`config.mk`:
```
export PLATFORM = sky130hd
export DESIGN_NAME = two_button_gesture_classifier
export DESIGN_NICKNAME = d
export VERILOG_FILES = /design/src/design/tbgc_pkg.sv /design/src/design/two_button_gesture_classifier.sv /design/src/design/tbgc_tick.sv /design/src/design/tbgc_evq.sv
export SDC_FILE = /design/constraint.sdc
export NUM_CORES = 1
export LEC_CHECK = 0
export BUFFER_PORTS_ARGS = -buffer_cell sky130_fd_sc_hd__buf_2
export CELL_PAD_IN_SITES_DETAIL_PLACEMENT = 0
export CELL_PAD_IN_SITES_GLOBAL_PLACEMENT = 2
export CORE_MARGIN = 2
export CORE_UTILIZATION = 25
export CTS_CLUSTER_SIZE = 40
export DETAILED_ROUTE_END_ITERATION = 16
export PLACE_DENSITY_LB_ADDON = 0.1
export RECOVER_POWER = 50
export SYNTH_ARGS = -nofsm -noshare
export SYNTH_HDL_FRONTEND = slang
export SYNTH_SLANG_ARGS = --single-unit
```
`constraint.sdc`:
```
create_clock -name clk -period 8.7 [get_ports clk]
set_clock_uncertainty 0.2 [all_clocks]
set_input_delay 0.87 -clock clk [delete_from_list [all_inputs] [get_ports clk]]
set_output_delay 0.87 -clock clk [all_outputs]
set_load 0.02 [all_outputs]
```
`src/design/tbgc_pkg.sv`:
```
// shared types, widths and codes for the two-button gesture classifier
package tbgc_pkg;

	// hold counter width
	localparam int HOLD_BITS = 8;
	// configuration register width
	localparam int CFG_BITS = 8;
	// press tally width and saturation value
	localparam int TALLY_BITS = 3;
	localparam logic [TALLY_BITS-1:0] TALLY_MAX = 3'd4;

	// most events one tick can cause
	localparam int MAX_EV = 4;
	// event queue geometry
	localparam int EQ_DEPTH = 8;
	localparam int EQ_AW = 3;

	typedef logic [HOLD_BITS-1:0] hold_t;
	typedef logic [HOLD_BITS:0] hold_ext_t;
	typedef logic [CFG_BITS-1:0] cfg_val_t;
	typedef logic [TALLY_BITS-1:0] tally_t;
	typedef logic [2:0] ev_cnt_t;
	typedef logic [EQ_AW-1:0] eq_ptr_t;
	typedef logic [EQ_AW:0] eq_fill_t;

	// gesture codes
	localparam logic [2:0] G_SINGLE = 3'd0;
	localparam logic [2:0] G_DOUBLE = 3'd1;
	localparam logic [2:0] G_TRIPLE = 3'd2;
	localparam logic [2:0] G_LONG = 3'd3;
	localparam logic [2:0] G_REPEAT = 3'd4;

	// button codes
	localparam logic BTN_RIGHT = 1'b0;
	localparam logic BTN_LEFT = 1'b1;

	// configuration register indexes
	localparam logic [1:0] CFG_LONG_HOLD = 2'd0;
	localparam logic [1:0] CFG_SHORT_HOLD = 2'd1;
	localparam logic [1:0] CFG_MULTI_WIN = 2'd2;

	typedef struct packed {
		cfg_val_t long_hold;
		cfg_val_t short_hold;
		cfg_val_t multi_win;
	} cfg_t;

	typedef struct packed {
		logic btn;
		logic [2:0] gest;
		logic last;
	} event_t;

endpackage

```
`src/design/two_button_gesture_classifier.sv`:
```
// top level of the two-button gesture classifier
// One input transaction is one 5 ms tick carrying both button levels and push
// edges. Hold counting, multi-press window expiry and push counting all happen
// in one registered pass over the tick, and the zero to four events the tick
// causes are written together into an eight-entry event queue. Events leave
// one per output transaction, right or left button with a gesture code, and
// last_of_tick marks the final event of each tick. in_ready is high whenever
// the queue has room for four more events, so a tick can be taken every cycle
// while the consumer keeps up; with the output always ready the sustained tick
// rate is set by the single output port of the event queue.
// Configuration registers (long hold, short hold, multi-press window, in ticks)
// are written through cfg_we / cfg_index / cfg_data; the user must write them
// only while no tick is in flight, which the block itself does not enforce;
// index 3 is ignored.
module two_button_gesture_classifier (
	input logic clk,
	input logic arst_n,
	// configuration write port
	input logic cfg_we,
	input logic [1:0] cfg_index,
	input logic [tbgc_pkg::CFG_BITS-1:0] cfg_data,
	// tick input
	input logic in_valid,
	output logic in_ready,
	input logic right_level,
	input logic left_level,
	input logic right_push,
	input logic left_push,
	// event output
	output logic out_valid,
	input logic out_ready,
	output logic which_button,
	output logic [2:0] gesture,
	output logic last_of_tick
);

	tbgc_pkg::cfg_t cfg_q;
	logic in_accept;
	logic out_accept;
	tbgc_pkg::event_t [tbgc_pkg::MAX_EV-1:0] tick_events;
	tbgc_pkg::ev_cnt_t tick_count;
	tbgc_pkg::event_t head_event;
	tbgc_pkg::eq_fill_t fill;

	// configuration registers
	always_ff @(posedge clk or negedge arst_n) begin
		if (!arst_n) begin
			cfg_q.long_hold <= 8'd200;
			cfg_q.short_hold <= 8'd120;
			cfg_q.multi_win <= 8'd120;
		end else if (cfg_we) begin
			unique case (cfg_index)
				tbgc_pkg::CFG_LONG_HOLD: cfg_q.long_hold <= cfg_data;
				tbgc_pkg::CFG_SHORT_HOLD: cfg_q.short_hold <= cfg_data;
				tbgc_pkg::CFG_MULTI_WIN: cfg_q.multi_win <= cfg_data;
				default: ;
			endcase
		end
	end

	// room for a full tick's worth of events
	assign in_ready = (fill <= tbgc_pkg::eq_fill_t'(tbgc_pkg::EQ_DEPTH - tbgc_pkg::MAX_EV));
	assign in_accept = in_valid && in_ready;

	// gesture state and per-tick event batch
	tbgc_tick u_tick (
		.clk (clk),
		.arst_n (arst_n),
		.cfg (cfg_q),
		.accept (in_accept),
		.right_level (right_level),
		.left_level (left_level),
		.right_push (right_push),
		.left_push (left_push),
		.events (tick_events),
		.event_count (tick_count)
	);

	// events wait here until the consumer takes them
	assign out_valid = (fill != '0);
	assign out_accept = out_valid && out_ready;

	tbgc_evq u_evq (
		.clk (clk),
		.arst_n (arst_n),
		.wr_en (in_accept),
		.wr_events (tick_events),
		.wr_count (tick_count),
		.rd_en (out_accept),
		.rd_event (head_event),
		.fill (fill)
	);

	assign which_button = head_event.btn;
	assign gesture = head_event.gest;
	assign last_of_tick = head_event.last;

`ifndef SYNTH
	// queue never overfills
	a_fill_bound: assert property (@(posedge clk) disable iff (!arst_n)
		fill <= tbgc_pkg::eq_fill_t'(tbgc_pkg::EQ_DEPTH))
		else $error("event queue overfilled");

	// ticks are written whole, so the newest queued event always closes its tick
	a_last_closes: assert property (@(posedge clk) disable iff (!arst_n)
		(out_valid && fill == tbgc_pkg::eq_fill_t'(1)) |-> last_of_tick)
		else $error("lone queued event does not close its tick");

	// only defined gesture codes leave the block
	a_gesture_code: assert property (@(posedge clk) disable iff (!arst_n)
		out_valid |-> (gesture <= tbgc_pkg::G_REPEAT))
		else $error("undefined gesture code");

	// a tick taken into an empty queue with no events leaves it empty
	a_empty_tick: assert property (@(posedge clk) disable iff (!arst_n)
		(in_accept && tick_count == '0 && fill == '0) |=> (fill == '0))
		else $error("tick with no events changed queue fill");
`endif

endmodule

```
`src/design/tbgc_tick.sv`:
```
// per-tick gesture state and event generation
module tbgc_tick (
	input logic clk,
	input logic arst_n,
	input tbgc_pkg::cfg_t cfg,
	input logic accept,
	input logic right_level,
	input logic left_level,
	input logic right_push,
	input logic left_push,
	output tbgc_pkg::event_t [tbgc_pkg::MAX_EV-1:0] events,
	output tbgc_pkg::ev_cnt_t event_count
);

	typedef struct packed {
		tbgc_pkg::hold_t h;
		logic la;
		tbgc_pkg::tally_t t;
		logic fire;
		logic [2:0] gest;
	} step_t;

	tbgc_pkg::hold_t hold_q [2];
	logic long_q [2];
	tbgc_pkg::tally_t tally_q [2];
	tbgc_pkg::cfg_val_t win_rem_q;
	logic win_run_q;

	tbgc_pkg::hold_t h_n [2];
	logic la_n [2];
	tbgc_pkg::tally_t t_n [2];
	tbgc_pkg::cfg_val_t rem_n;
	logic run_n;

	tbgc_pkg::event_t cand [tbgc_pkg::MAX_EV];
	logic cand_v [tbgc_pkg::MAX_EV];
	tbgc_pkg::ev_cnt_t pos [tbgc_pkg::MAX_EV];

	function automatic step_t hold_step(input tbgc_pkg::hold_t h, input logic la,
		input tbgc_pkg::tally_t t, input tbgc_pkg::cfg_val_t lim);
		step_t r;
		tbgc_pkg::hold_t h1;
		h1 = h + 1'b1;
		r.h = h1;
		r.la = la;
		r.t = t;
		r.fire = 1'b0;
		r.gest = tbgc_pkg::G_LONG;
		if (h1 >= tbgc_pkg::hold_t'(lim)) begin
			r.h = h1 - tbgc_pkg::hold_t'(lim);
			r.fire = 1'b1;
			r.gest = la ? tbgc_pkg::G_REPEAT : tbgc_pkg::G_LONG;
			r.la = 1'b1;
			r.t = '0;
		end
		return r;
	endfunction

	always_comb begin
		step_t sr;
		step_t sl;
		tbgc_pkg::hold_ext_t hx;
		for (int b = 0; b < 2; b++) begin
			h_n[b] = hold_q[b];
			la_n[b] = long_q[b];
			t_n[b] = tally_q[b];
		end
		rem_n = win_rem_q;
		run_n = win_run_q;
		for (int i = 0; i < tbgc_pkg::MAX_EV; i++) begin
			cand[i] = '0;
			cand_v[i] = 1'b0;
		end

		// hold phase fills slots 0 and 1
		sr = hold_step(hold_q[0], long_q[0], tally_q[0], cfg.long_hold);
		sl = hold_step(hold_q[1], long_q[1], tally_q[1], cfg.long_hold);
		if (right_level && left_level) begin
			h_n[1] = sl.h; la_n[1] = sl.la; t_n[1] = sl.t;
			cand_v[0] = sl.fire;
			cand[0].btn = tbgc_pkg::BTN_LEFT;
			cand[0].gest = sl.gest;
			h_n[0] = sr.h; la_n[0] = sr.la; t_n[0] = sr.t;
			cand_v[1] = sr.fire;
			cand[1].btn = tbgc_pkg::BTN_RIGHT;
			cand[1].gest = sr.gest;
		end else if (right_level) begin
			h_n[0] = sr.h; la_n[0] = sr.la; t_n[0] = sr.t;
			cand_v[0] = sr.fire;
			cand[0].btn = tbgc_pkg::BTN_RIGHT;
			cand[0].gest = sr.gest;
			h_n[1] = '0;
		end else if (left_level) begin
			h_n[1] = sl.h; la_n[1] = sl.la; t_n[1] = sl.t;
			cand_v[0] = sl.fire;
			cand[0].btn = tbgc_pkg::BTN_LEFT;
			cand[0].gest = sl.gest;
			h_n[0] = '0;
		end else begin
			// release: right in slot 0, left in slot 1
			for (int b = 0; b < 2; b++) begin
				cand[b].btn = b[0];
				cand[b].gest = tbgc_pkg::G_SINGLE;
				if (long_q[b]) begin
					la_n[b] = 1'b0;
				end else if (hold_q[b] >= tbgc_pkg::hold_t'(cfg.short_hold)) begin
					cand_v[b] = 1'b1;
				end
				h_n[b] = '0;
			end
		end

		// window expiry fills slots 2 (right) and 3 (left)
		if (win_run_q) begin
			if (win_rem_q <= 8'd1) begin
				rem_n = '0;
				run_n = 1'b0;
				for (int b = 0; b < 2; b++) begin
					hx = {1'b0, h_n[b]} + 1'b1;
					cand[2 + b].btn = b[0];
					if (!la_n[b] && hx < tbgc_pkg::hold_ext_t'(cfg.short_hold)) begin
						case (t_n[b])
							3'd1: begin
								cand_v[2 + b] = 1'b1;
								cand[2 + b].gest = tbgc_pkg::G_SINGLE;
							end
							3'd2: begin
								cand_v[2 + b] = 1'b1;
								cand[2 + b].gest = tbgc_pkg::G_DOUBLE;
							end
							3'd3: begin
								cand_v[2 + b] = 1'b1;
								cand[2 + b].gest = tbgc_pkg::G_TRIPLE;
							end
							default: ;
						endcase
						t_n[b] = '0;
					end
				end
			end else begin
				rem_n = win_rem_q - 1'b1;
			end
		end

		// push counting
		if (right_push) begin
			if (t_n[0] < tbgc_pkg::TALLY_MAX) t_n[0] = t_n[0] + 1'b1;
			rem_n = cfg.multi_win;
			run_n = 1'b1;
		end
		if (left_push) begin
			if (t_n[1] < tbgc_pkg::TALLY_MAX) t_n[1] = t_n[1] + 1'b1;
			rem_n = cfg.multi_win;
			run_n = 1'b1;
		end
	end

	// pack the fired slots in order and mark the final one
	always_comb begin
		tbgc_pkg::ev_cnt_t acc;
		acc = '0;
		for (int i = 0; i < tbgc_pkg::MAX_EV; i++) begin
			pos[i] = acc;
			acc = acc + tbgc_pkg::ev_cnt_t'(cand_v[i]);
		end
		event_count = acc;
		for (int j = 0; j < tbgc_pkg::MAX_EV; j++) begin
			events[j] = '0;
			for (int i = 0; i < tbgc_pkg::MAX_EV; i++) begin
				if (cand_v[i] && pos[i] == tbgc_pkg::ev_cnt_t'(j)) begin
					events[j] = cand[i];
				end
			end
			events[j].last = (tbgc_pkg::ev_cnt_t'(j) == acc - 1'b1);
		end
	end

	always_ff @(posedge clk or negedge arst_n) begin
		if (!arst_n) begin
			for (int b = 0; b < 2; b++) begin
				hold_q[b] <= '0;
				long_q[b] <= 1'b0;
				tally_q[b] <= '0;
			end
			win_rem_q <= '0;
			win_run_q <= 1'b0;
		end else if (accept) begin
			for (int b = 0; b < 2; b++) begin
				hold_q[b] <= h_n[b];
				long_q[b] <= la_n[b];
				tally_q[b] <= t_n[b];
			end
			win_rem_q <= rem_n;
			win_run_q <= run_n;
		end
	end

endmodule

```
`src/design/tbgc_evq.sv`:
```
// event queue: takes a batch of up to four events, hands out one per transaction
module tbgc_evq (
	input logic clk,
	input logic arst_n,
	input logic wr_en,
	input tbgc_pkg::event_t [tbgc_pkg::MAX_EV-1:0] wr_events,
	input tbgc_pkg::ev_cnt_t wr_count,
	input logic rd_en,
	output tbgc_pkg::event_t rd_event,
	output tbgc_pkg::eq_fill_t fill
);

	tbgc_pkg::event_t mem_q [tbgc_pkg::EQ_DEPTH];
	tbgc_pkg::eq_ptr_t head_q;
	tbgc_pkg::eq_ptr_t tail_q;
	tbgc_pkg::eq_fill_t fill_q;
	tbgc_pkg::ev_cnt_t n_wr;

	assign n_wr = wr_en ? wr_count : '0;
	assign rd_event = mem_q[head_q];
	assign fill = fill_q;

	always_ff @(posedge clk) begin
		for (int k = 0; k < tbgc_pkg::MAX_EV; k++) begin
			if (tbgc_pkg::ev_cnt_t'(k) < n_wr) begin
				mem_q[tail_q + tbgc_pkg::eq_ptr_t'(k)] <= wr_events[k];
			end
		end
	end

	always_ff @(posedge clk or negedge arst_n) begin
		if (!arst_n) begin
			head_q <= '0;
			tail_q <= '0;
			fill_q <= '0;
		end else begin
			tail_q <= tail_q + tbgc_pkg::eq_ptr_t'(n_wr);
			if (rd_en) head_q <= head_q + 1'b1;
			fill_q <= fill_q + tbgc_pkg::eq_fill_t'(n_wr) - tbgc_pkg::eq_fill_t'(rd_en);
		end
	end

endmodule
```
==> Yosys cells after proc, flatten, opt, wreduce, memory -nomap -nowiden <==
Memories as Yosys holds them, arrays and structs flattened.
Index checks and enable logic that the tools add are counted.
{ "op_classes": {"n_addsub": 20, "multipliers": 0, "div_mod_pow": 0, "magnitude_cmp": 14, "eq_ne": 17, "shift": 0, "n_mux": 81, "n_bitwise": 0, "reduce_logical": 30} }
{ "ops": {"columns": ["op", "count"], "rows": [
  ["$mux 16", 4],
  ["$mux 5", 11],
  ["$mux 3", 15],
  ["$mux 8", 5],
  ["$mux 4", 9],
  ["$ge 8x8->1", 4],
  ["$mux 1", 28],
  ["$eq 3x2->1 const B", 8],
  ["$add 8x1->9 const B", 2],
  ["$lt 9x8->1", 2],
  ["$mux 6", 3],
  ["$add 8x1->8 const B", 2],
  ["$sub 8x8->8", 2],
  ["$logic_and 1x1->1", 15],
  ["$add 3x1->3 const B", 4],
  ["$eq 3x1->1 const B", 4],
  ["$logic_not 3->1", 4],
  ["$le 8x1->1 const B", 1],
  ["$mux 2", 4],
  ["$pmux 2 s2", 2],
  ["$reduce_and 2->1", 4],
  ["$sub 8x1->8 const B", 1],
  ["$add 3x1->3", 2],
  ["$add 3x2->3 const B", 2],
  ["18 further kinds", 24]
]} }
{ "totals": {"ff_bits": 67, "latch_bits": 0, "ram_bits": 40, "mem_bits_ro": 0, "mem_count": 1} }
{ "memory_table": {"columns": ["name", "depth", "word_bits", "rd", "rd_clocked_by_memory_dff", "wr", "line_no", "text"], "rows": [
  ["u_evq.mem_q", 8, 5, 1, 0, 4, "tbgc_evq.sv:13", "tbgc_pkg::event_t mem_q [tbgc_pkg::EQ_DEPTH];"]
]} }

==> Depth between registers and ports, before layout <==
Gate-level depths: netlist of run 1.
{ "depth": {"depth_word": 18, "depth_mapped": 38, "mapped_depth_nobuf": 35} }

==> By module <==
Synthesis of run 1 repeated with hierarchy kept, for this count alone.
{ "hier_totals": {"cells_unflattened": 1016, "area_unflattened_um2": 9148.8} }
{ "by_module_without_submodules": {"columns": ["mod", "instances", "cells_per_inst", "area_each_um2"], "rows": [
  ["tbgc_tick", 1, 605, 4619.4],
  ["tbgc_evq", 1, 354, 3567.2],
  ["two_button_gesture_classifier", 1, 57, 962.2]
]} }

==> Worst setup path before layout of run 1 <==
Ideal clock, no wire load.
{ "synth_timing": {"path_kind": "flip-flop to flip-flop", "from": "register u_tick.hold_q[8] in the netlist's numbering", "to": "register u_evq.fill_q[3], in the netlist u_evq.fill[3]", "arrival_time_ns": 7.106, "required_ns": 8.376, "slack_ns": 1.270, "stages_incl_launch_ff": 36, "path_buffers": 4, "synth_period_minus_slack_ns": 7.430, "cell_sequence": "dfrtp_1 ha_1 inv_1 nor2_1 xor2_1 ha_1 buf_2 nand2_1 o21ai_1 or2_2 clkbuf_1 nand2_1 o211ai_1 inv_1 ha_1 o2111ai_1 nor3_1 xnor2_1 ha_1 nor4bb_1 o211ai_1 o22ai_1 a211oi_4 nor4_4 xnor2_2 inv_1 ha_1 fa_1 clkbuf_1 buf_1 nand2_1 xor2_1 ha_1 a21o_1 a21oi_1 xnor2_1"} }
{ "synth_lines": {"columns": ["element", "line_no", "text"], "rows": [
  ["from (decl)", "tbgc_tick.sv:23", "tbgc_pkg::hold_t hold_q [2];"],
  ["from (signal, indexed assignment)", "tbgc_tick.sv:189", "hold_q[b] <= h_n[b];"],
  ["to (signal assigned)", "tbgc_evq.sv:39", "fill_q <= fill_q + tbgc_pkg::eq_fill_t'(n_wr) - tbgc_pkg::eq_fill_t'(rd_en);"],
  ["to (decl)", "tbgc_evq.sv:16", "tbgc_pkg::eq_fill_t fill_q;"]
]} }

==> results of run 1 <==
## flip-flops by register name (all words and copies together) (netlist names)
register and count:
cfg_q 24, u_tick.hold_q 16, u_evq.fill 4, u_tick.win_rem_q 8, u_evq.mem_q 40, u_tick.tally_q 6, u_evq.head_q 3, u_tick.long_q 2
u_tick.win_run_q 1, u_evq.tail_q 3
## routing by layer
metal / GRT usage, % / vias to the layer above
li1: - / 4046
met1: 24.9 / 3978
met2: 29.9 / 155
met3: 3.22 / 26
met4: 4.26 / 0
met5: 0 / -
## power groups by stage
stage          Combinational, mW  Clock [mW]  Sequential (mW)
2_1_floorplan               1.44           0            0.746
3_3_place_gp                1.98           0            0.851
4_1_cts                     1.94       0.468            0.838
5_1_grt                     2.16       0.485            0.858
3_5_place_dp                1.93           0            0.847
6_report                    1.94       0.450            0.837
## timing repair
item,CTS,global route
setup endpoints to repair,0,32
endpoints found under the hold margin,0,0
resized for setup,0,8
## final timing paths
path | start | end | slack (ns) | depth (start not counted)
min reg2reg | cfg_q[9] | cfg_q[9] | 0.31 | 1
max | u_tick.hold_q[8] | u_evq.mem_q[1][2] | 0.72 | 30
max reg2reg | u_tick.hold_q[8] | u_evq.mem_q[1][2] | 0.72 | 30
min in group asynchronous | arst_n | u_tick.win_rem_q[6] | 0.53 | 1
min | cfg_q[9] | cfg_q[9] | 0.31 | 1
max in group asynchronous | arst_n | u_tick.hold_q[15] | 4.42 | 2
## final cells by class
cell class	count	area share, %
Inverter	49	1.78
Multi-Input combinational cell	873	59.1
Tap cell	468	5.67
Clock buffer	11	2.25
Sequential cell	107	27.2
Timing Repair Buffer	57	3.37
Clock inverter	5	0.582
## cell families after synthesis
| logic type | share of synthesized area, % |
|---|---|
| AO/OA/AOI/OAI | 22.2 |
| XOR/XNOR | 4.51 |
| adder cells (fa/ha/maj) | 10.2 |
| buffers and inverters | 4.42 |
| flip-flops | 30.3 |
| multiplexers | 5.99 |
| AND/OR/NAND/NOR | 22.4 |
## critical path, delay by kind of cell (launching register included)
kind                     cells  cell delay (ns)
buffers and inverters        2             0.17
flip-flops                   1             0.50
adder cells (fa/ha/maj)      5             1.39
AND/OR/NAND/NOR             12             3.34
AO/OA/AOI/OAI                9             1.78
XOR/XNOR                     2             0.33
## placed cells by master, fill, tap and decap left out, types with 10 or more instances in the layout
cell / count
a21o_1: 18
a21oi_1: 60
a22oi_1: 15
buf_2: 20
buf_4: 29
clkbuf_1: 10
dfrtp_1: 56
dfstp_2: 11
edfxtp_1: 32
ha_1: 68
inv_1: 48
mux2_2: 25
mux4_2: 10
nand2_1: 113
nand2b_1: 14
nand3_1: 43
nor2_1: 103
nor2b_1: 11
nor3_1: 31
o211ai_1: 22
o21ai_0: 70
o22ai_1: 16
or3_1: 10
xnor2_1: 27
xor2_1: 18
==> reports/qor.txt, run 1 <==
ANT cells - 0
Port Buffers - 25
postcts setup bufs - 0
post-route minimum period - 7.98 ns
Fill cells - 3974
# clock sinks - 107
setup ws final - 0.718 ns
total gr overflow - 0
number of synthesized flops with an enable pin - 32
clock latency at the later pin of the worst-skew pair - 0.39 ns
Clock Power Share - 14.0%
internal power - 1.62 mW
vias in the first global route - 8155
Metal-1 WL - 16900 µm
die height - 197 µm
Slew headroom - -93.0%
WL met2 - 15800 µm
Leak - 4.10 nW
NumNets Final - 1189
switching fraction of total power - 49.8%
worst path required time - 8.64 ns
Initial DRC Count - 620
vias per cell - 5.23
area of the multi-input gates - 0.00610 mm²
async set-reset flop share out of synthesis - 62.6%
Highest Clock Rate - 125 MHz
critical path's slowest cell - or4_4
library cells used by synthesis - 96
drt wl/cell - 21.9 µm
Tot GR Track Use - 18.2%
Final Max Slew Viols - 48
setup TNS - 0 ns
Routed Antenna Nets - 0
synthesized area per cell - 8.59 µm²
fin cells - 1570
HP Class - flip-flop to flip-flop
Synth warnings - 0
synth-to-layout area growth - 11.1%
via count - 8205
synth top area cells - dfrtp_1 15%, edfxtp_1 10%, ha_1 9.2%
# rows - 70
drt drc - 0
Clock Pin Slew Worst Setup and Hold Paths - 0.08 ns
Post-DP Area - 0.0100 mm²
Post-DP HPWL - 26800 µm
highest routed layer - met4
PwrDens - 312 mW/mm²
synth cell count leaders - 113 x nand2_1, 105 x nor2_1, 69 x o21ai_0
Final Util - 28.2%
Yosys top cell area share - 15.1%
RSZ-0062 raised after global routing - no
Fin. Hold Viols - 0
Post-synth top flop - dfrtp_1
slowest stage delay, CP - 0.63 ns
Switch Pwr - 1.61 mW
TritonCTS clock tree - built
drt first pass iters - 5
Syn Std Cell Area - 0.00929 mm²
failing checks - capacitance limit, slew limit
io pins - 26
Max H-tree Level - 3
cell count after placement - 1554
layout cells sized above 1 - 13.7%
Final period util - 91.7%
Design Power - 3.22 mW
CTS Buf Count - 9
Final Cell Area - 0.0103 mm²
top-count cell post-synth - nand2_1
initial cell density of the core - 25.4%
Flop pwr share - 26.0%
crit start category - flip-flop
hold slack - 0.311 ns
Worst Tran Pin Value - 2.89 ns
initial antenna violation count - 1
wire length on met3 - 1220 µm
setup violators final - 0
peak supply drop - 0.110 mV
Post-CTS Hold Buffers - 0
core area - 0.0366 mm²
pre-CTS setup slack - 0.440 ns
CP Max Fanout - 9
largest net degree at the start of global routing - 48
CP Data Arrival Time - 7.92 ns
Die Footprint - 0.0387 mm²
Yosys reg bits - 107
routability cong. - 0.798
drt total wl - 34400 µm
crit end category - flip-flop
status - complete, but fails checks
Root Driver - clkbuf_16
sequential fraction of the synthesis area - 30.3%
storage element area - 0.00281 mm²
area leader, netlist - dfrtp_1
cells after synthesis - 1081
Syn Nets - 1173
max_cap viols - 1
critical path's most frequent cell - ha_1
die width - 197 µm
first-pass GRT wire length - 52800 µm
deepest clock path buffer count - 2
Worst Path Class, Setup - flip-flop to flip-flop
Comb pwr share - 60.1%
Note: power is estimated with default switching activity, not from simulation.
==> inputs of run 2 (changes only) <==
--- a/config.mk
+++ b/config.mk
@@ -5,12 +5,13 @@
 export SDC_FILE = /design/constraint.sdc
 export NUM_CORES = 1
 export LEC_CHECK = 0
+export ABC_AREA = 1
 export BUFFER_PORTS_ARGS = -buffer_cell sky130_fd_sc_hd__buf_2
 export CELL_PAD_IN_SITES_DETAIL_PLACEMENT = 0
 export CELL_PAD_IN_SITES_GLOBAL_PLACEMENT = 2
 export CORE_MARGIN = 2
 export CORE_UTILIZATION = 25
-export CTS_CLUSTER_SIZE = 40
+export CTS_CLUSTER_SIZE = 28
 export DETAILED_ROUTE_END_ITERATION = 16
 export PLACE_DENSITY_LB_ADDON = 0.1
 export RECOVER_POWER = 50
==> run 2 against run 1 <==
  * Maximum frequency rose by 4.7%
  * Final cell count rose by 16%
  * Sequential cell count did not move
  * The run still ends with capacitance limit, slew limit left
  * Sequential share of layout area rose by 0.61 points
  * Clock-buffer cell count rose by 1
==> reports/qor.txt, run 2 <==
NumNets Final - 1441 (+21%)
Die Footprint - 0.0382 mm² (-1.4%)
TritonCTS clock tree - built
Routed Antenna Nets - 0 (unchanged)
clock latency at the later pin of the worst-skew pair - 0.37 ns (-0.02 ns)
critical path's most frequent cell - nand2_1
top-count cell post-synth - nand2_1
routability cong. - 0.789 (-1.2%)
post-route minimum period - 7.63 ns (-0.357 ns)
cells after synthesis - 1326 (+23%)
number of synthesized flops with an enable pin - 32 (unchanged)
Post-synth top flop - dfrtp_1
synth top area cells - dfrtp_1 15%, nand2_1 11%, edfxtp_1 10%
# resized after CTS - 0 (unchanged)
synth-to-layout area growth - 10.2%
CP Data Arrival Time - 7.71 ns (-0.21 ns)
Switch Pwr - 1.59 mW (-0.82%)
drt wl/cell - 18.2 µm (-17%)
PwrDens - 311 mW/mm² (-0.48%)
io pins - 26 (unchanged)
drt drc - 0 (unchanged)
Comb pwr share - 61.1% (+1.0 points)
Initial DRC Count - 523 (-16%)
async set-reset flop share out of synthesis - 62.6% (unchanged)
initial antenna violation count - 0 (-1)
first-pass GRT wire length - 51100 µm (-3.1%)
Syn Nets - 1418 (+21%)
most used cells in the layout excluding fill and tap cells - 281 x nand2_1, 217 x inv_1, 153 x nor2_1
Worst Tran Pin Value - 3.02 ns (+0.129 ns)
die height - 195 µm (-0.68%)
internal power - 1.54 mW (-4.5%)
Post-CTS Hold Buffers - 0 (unchanged)
worst path required time - 8.78 ns (+0.14 ns)
drt first pass iters - 5 (unchanged)
sequential fraction of the synthesis area - 30.7% (+0.43 points)
library cells used by synthesis - 56 (-42%)
RSZ-0062 raised after global routing - no
Final Cell Area - 0.0101 mm² (-2.2%)
die width - 195 µm (-0.68%)
setup TNS - 0 ns (unchanged)
vias in the first global route - 8616 (+5.7%)
max FFs per register - 40 (unchanged)
total gr overflow - 0 (unchanged)
Worst Path Class, Setup - flip-flop to flip-flop
Post-DP HPWL - 25600 µm (-4.5%)
Clock Power Share - 13.4% (-0.6 points)
drt total wl - 33100 µm (-3.8%)
status - complete, but fails checks
most common cell after layout, fill and taps aside - nand2_1
switching fraction of total power - 50.8% (+0.94 points)
initial cell density of the core - 25.2% (-0.17 points)
Clock Pin Slew Worst Setup and Hold Paths - 0.08 ns (about the same)
largest registers - u_evq.mem_q x40, cfg_q x24, u_tick.hold_q x16
max_cap viols - 2 (+1)
synth cell count leaders - 280 x nand2_1, 217 x inv_1, 153 x nor2_1
# rows - 70 (unchanged)
Highest Clock Rate - 131 MHz (+4.7%)
ANT cells - 0 (unchanged)
area leader, netlist - dfrtp_1
Final period util - 87.6% (-4.1 points)
core area - 0.0363 mm² (-0.72%)
largest register by flop count - u_evq.mem_q
CTS Buf Count - 9 (unchanged)
layout cells sized above 1 - 7.90% (-5.8 points)
Tot GR Track Use - 17.9% (-0.37 points)
via count - 8587 (+4.7%)
CP Max Fanout - 12 (+3)
# clock sinks - 107 (unchanged)
critical path's slowest cell - a21oi_1
peak supply drop - 0.122 mV (+11%)
Root Driver - clkbuf_16
vias per cell - 4.71 (-9.8%)
Leak - 4.80 nW (+17%)
Slew headroom - -102% (-8.6 points)
Yosys reg bits - 107 (unchanged)
HP Class - flip-flop to flip-flop
largest net degree at the start of global routing - 53 (+10%)
Yosys top cell area share - 15.3% (+0.21 points)
Post-DP Area - 0.00983 mm² (-1.8%)
Fin. Hold Viols - 0 (unchanged)
Flop pwr share - 25.5% (-0.5 points)
postcts setup bufs - 0 (unchanged)
deepest clock path buffer count - 2 (unchanged)
Final Max Slew Viols - 94 (+96%)
synthesized area per cell - 6.91 µm² (-20%)
Syn Std Cell Area - 0.00916 mm² (-1.4%)
failing checks - capacitance limit, slew limit
Port Buffers - 25 (unchanged)
crit start category - flip-flop
Synth warnings - 0 (unchanged)
slowest stage delay, CP - 0.84 ns (+0.21 ns)
Max H-tree Level - 3 (unchanged)
crit end category - flip-flop
setup violators final - 0 (unchanged)
run 2: cell types whose count changed in the layout (fill, tap and decap cells not counted), moves of 25 or more:
cell,previous run,this run
inv_1,48,217
mux2_2,25,0
nor2_1,103,153
nand3_1,43,130
buf_4,29,3
nand2_1,113,281
run 2: path summary, 6_finish.rpt:
check | from | to | slack [ns] | cells after the start
worst max-delay path | u_tick.hold_q[10] | u_evq.mem_q[1][3] | 1.07 | 37
worst min-delay path | u_evq.mem_q[5][3] | u_evq.mem_q[5][3] | 0.29 | 2
worst max register to register | u_tick.hold_q[10] | u_evq.mem_q[1][3] | 1.07 | 37
worst min register to register | u_evq.mem_q[5][3] | u_evq.mem_q[5][3] | 0.29 | 2
max in group asynchronous | arst_n | u_tick.tally_q[2] | 4.35 | 2
min in group asynchronous | arst_n | u_evq.tail_q[0] | 0.51 | 1
run 2: worst max-delay path, delay by kind of cell, from the launching register on:
| family | cells | cell delay, ns |
|---|---|---|
| AND/OR/NAND/NOR | 21 | 3.09 |
| adder cells (fa/ha/maj) | 5 | 1.44 |
| AO/OA/AOI/OAI | 3 | 1.24 |
| flip-flops | 1 | 0.49 |
| buffers and inverters | 6 | 0.63 |
| XOR/XNOR | 2 | 0.42 |
run 2: power groups by stage:
stage | registers, mW | clock network (mW) | logic [mW]
after global placement | 0.814 | 0 | 1.97
final | 0.800 | 0.421 | 1.92
after global routing | 0.821 | 0.459 | 2.22
after floorplan | 0.757 | 0 | 1.46
after CTS | 0.802 | 0.435 | 1.95
after detailed placement | 0.813 | 0 | 1.94
run 2: metal layers:
| layer | track usage (%) | wire [µm] | share of wire, % | vias up |
|---|---|---|---|---|
| li1 | - | - | - | 4374 |
| met1 | 25.1 | 16500 | 50 | 3983 |
| met2 | 28.6 | 14700 | 44 | 190 |
| met3 | 2.44 | 1230 | 3.7 | 40 |
| met4 | 5.00 | 680 | 2.1 | 0 |
| met5 | 0 | 0 | 0 | - |
run 2: area by class of cell:
cell class	instances	area (µm²)
multi-input cells	974	5410
repair buffers	31	155
well taps	468	586
inverters	226	851
fillers	4074	26300
flip-flops and latches	107	2810
clock inverters	4	28.8
clock buffers	12	258
run 2: kinds of logic (layout without fill, tap and decap cells):
logic type	count (synthesis)	in the layout	synth area share, %
and+or+nand+nor	656	656	32.5
adders and majority gates	73	73	10.4
DFF	107	107	30.7
AOI/OAI and AO/OA	210	210	12.9
xor gates and xnor gates	35	35	3.35
buffers and inverters	245	273	10.2
run 2: stage by stage:
step	cells	total power, mW	worst slack, ns	utilization (%)	hold slack [ns]
floorplan	1326	2.22	2.49	-	0.252
global placement	1806	2.79	1.15	27.0	0.273
detailed placement	1806	2.76	1.12	27.0	0.279
CTS	1822	3.19	1.10	27.8	0.176
global route	1822	3.50	0.276	27.8	0.328
finish	1822	3.14	1.07	27.8	0.290
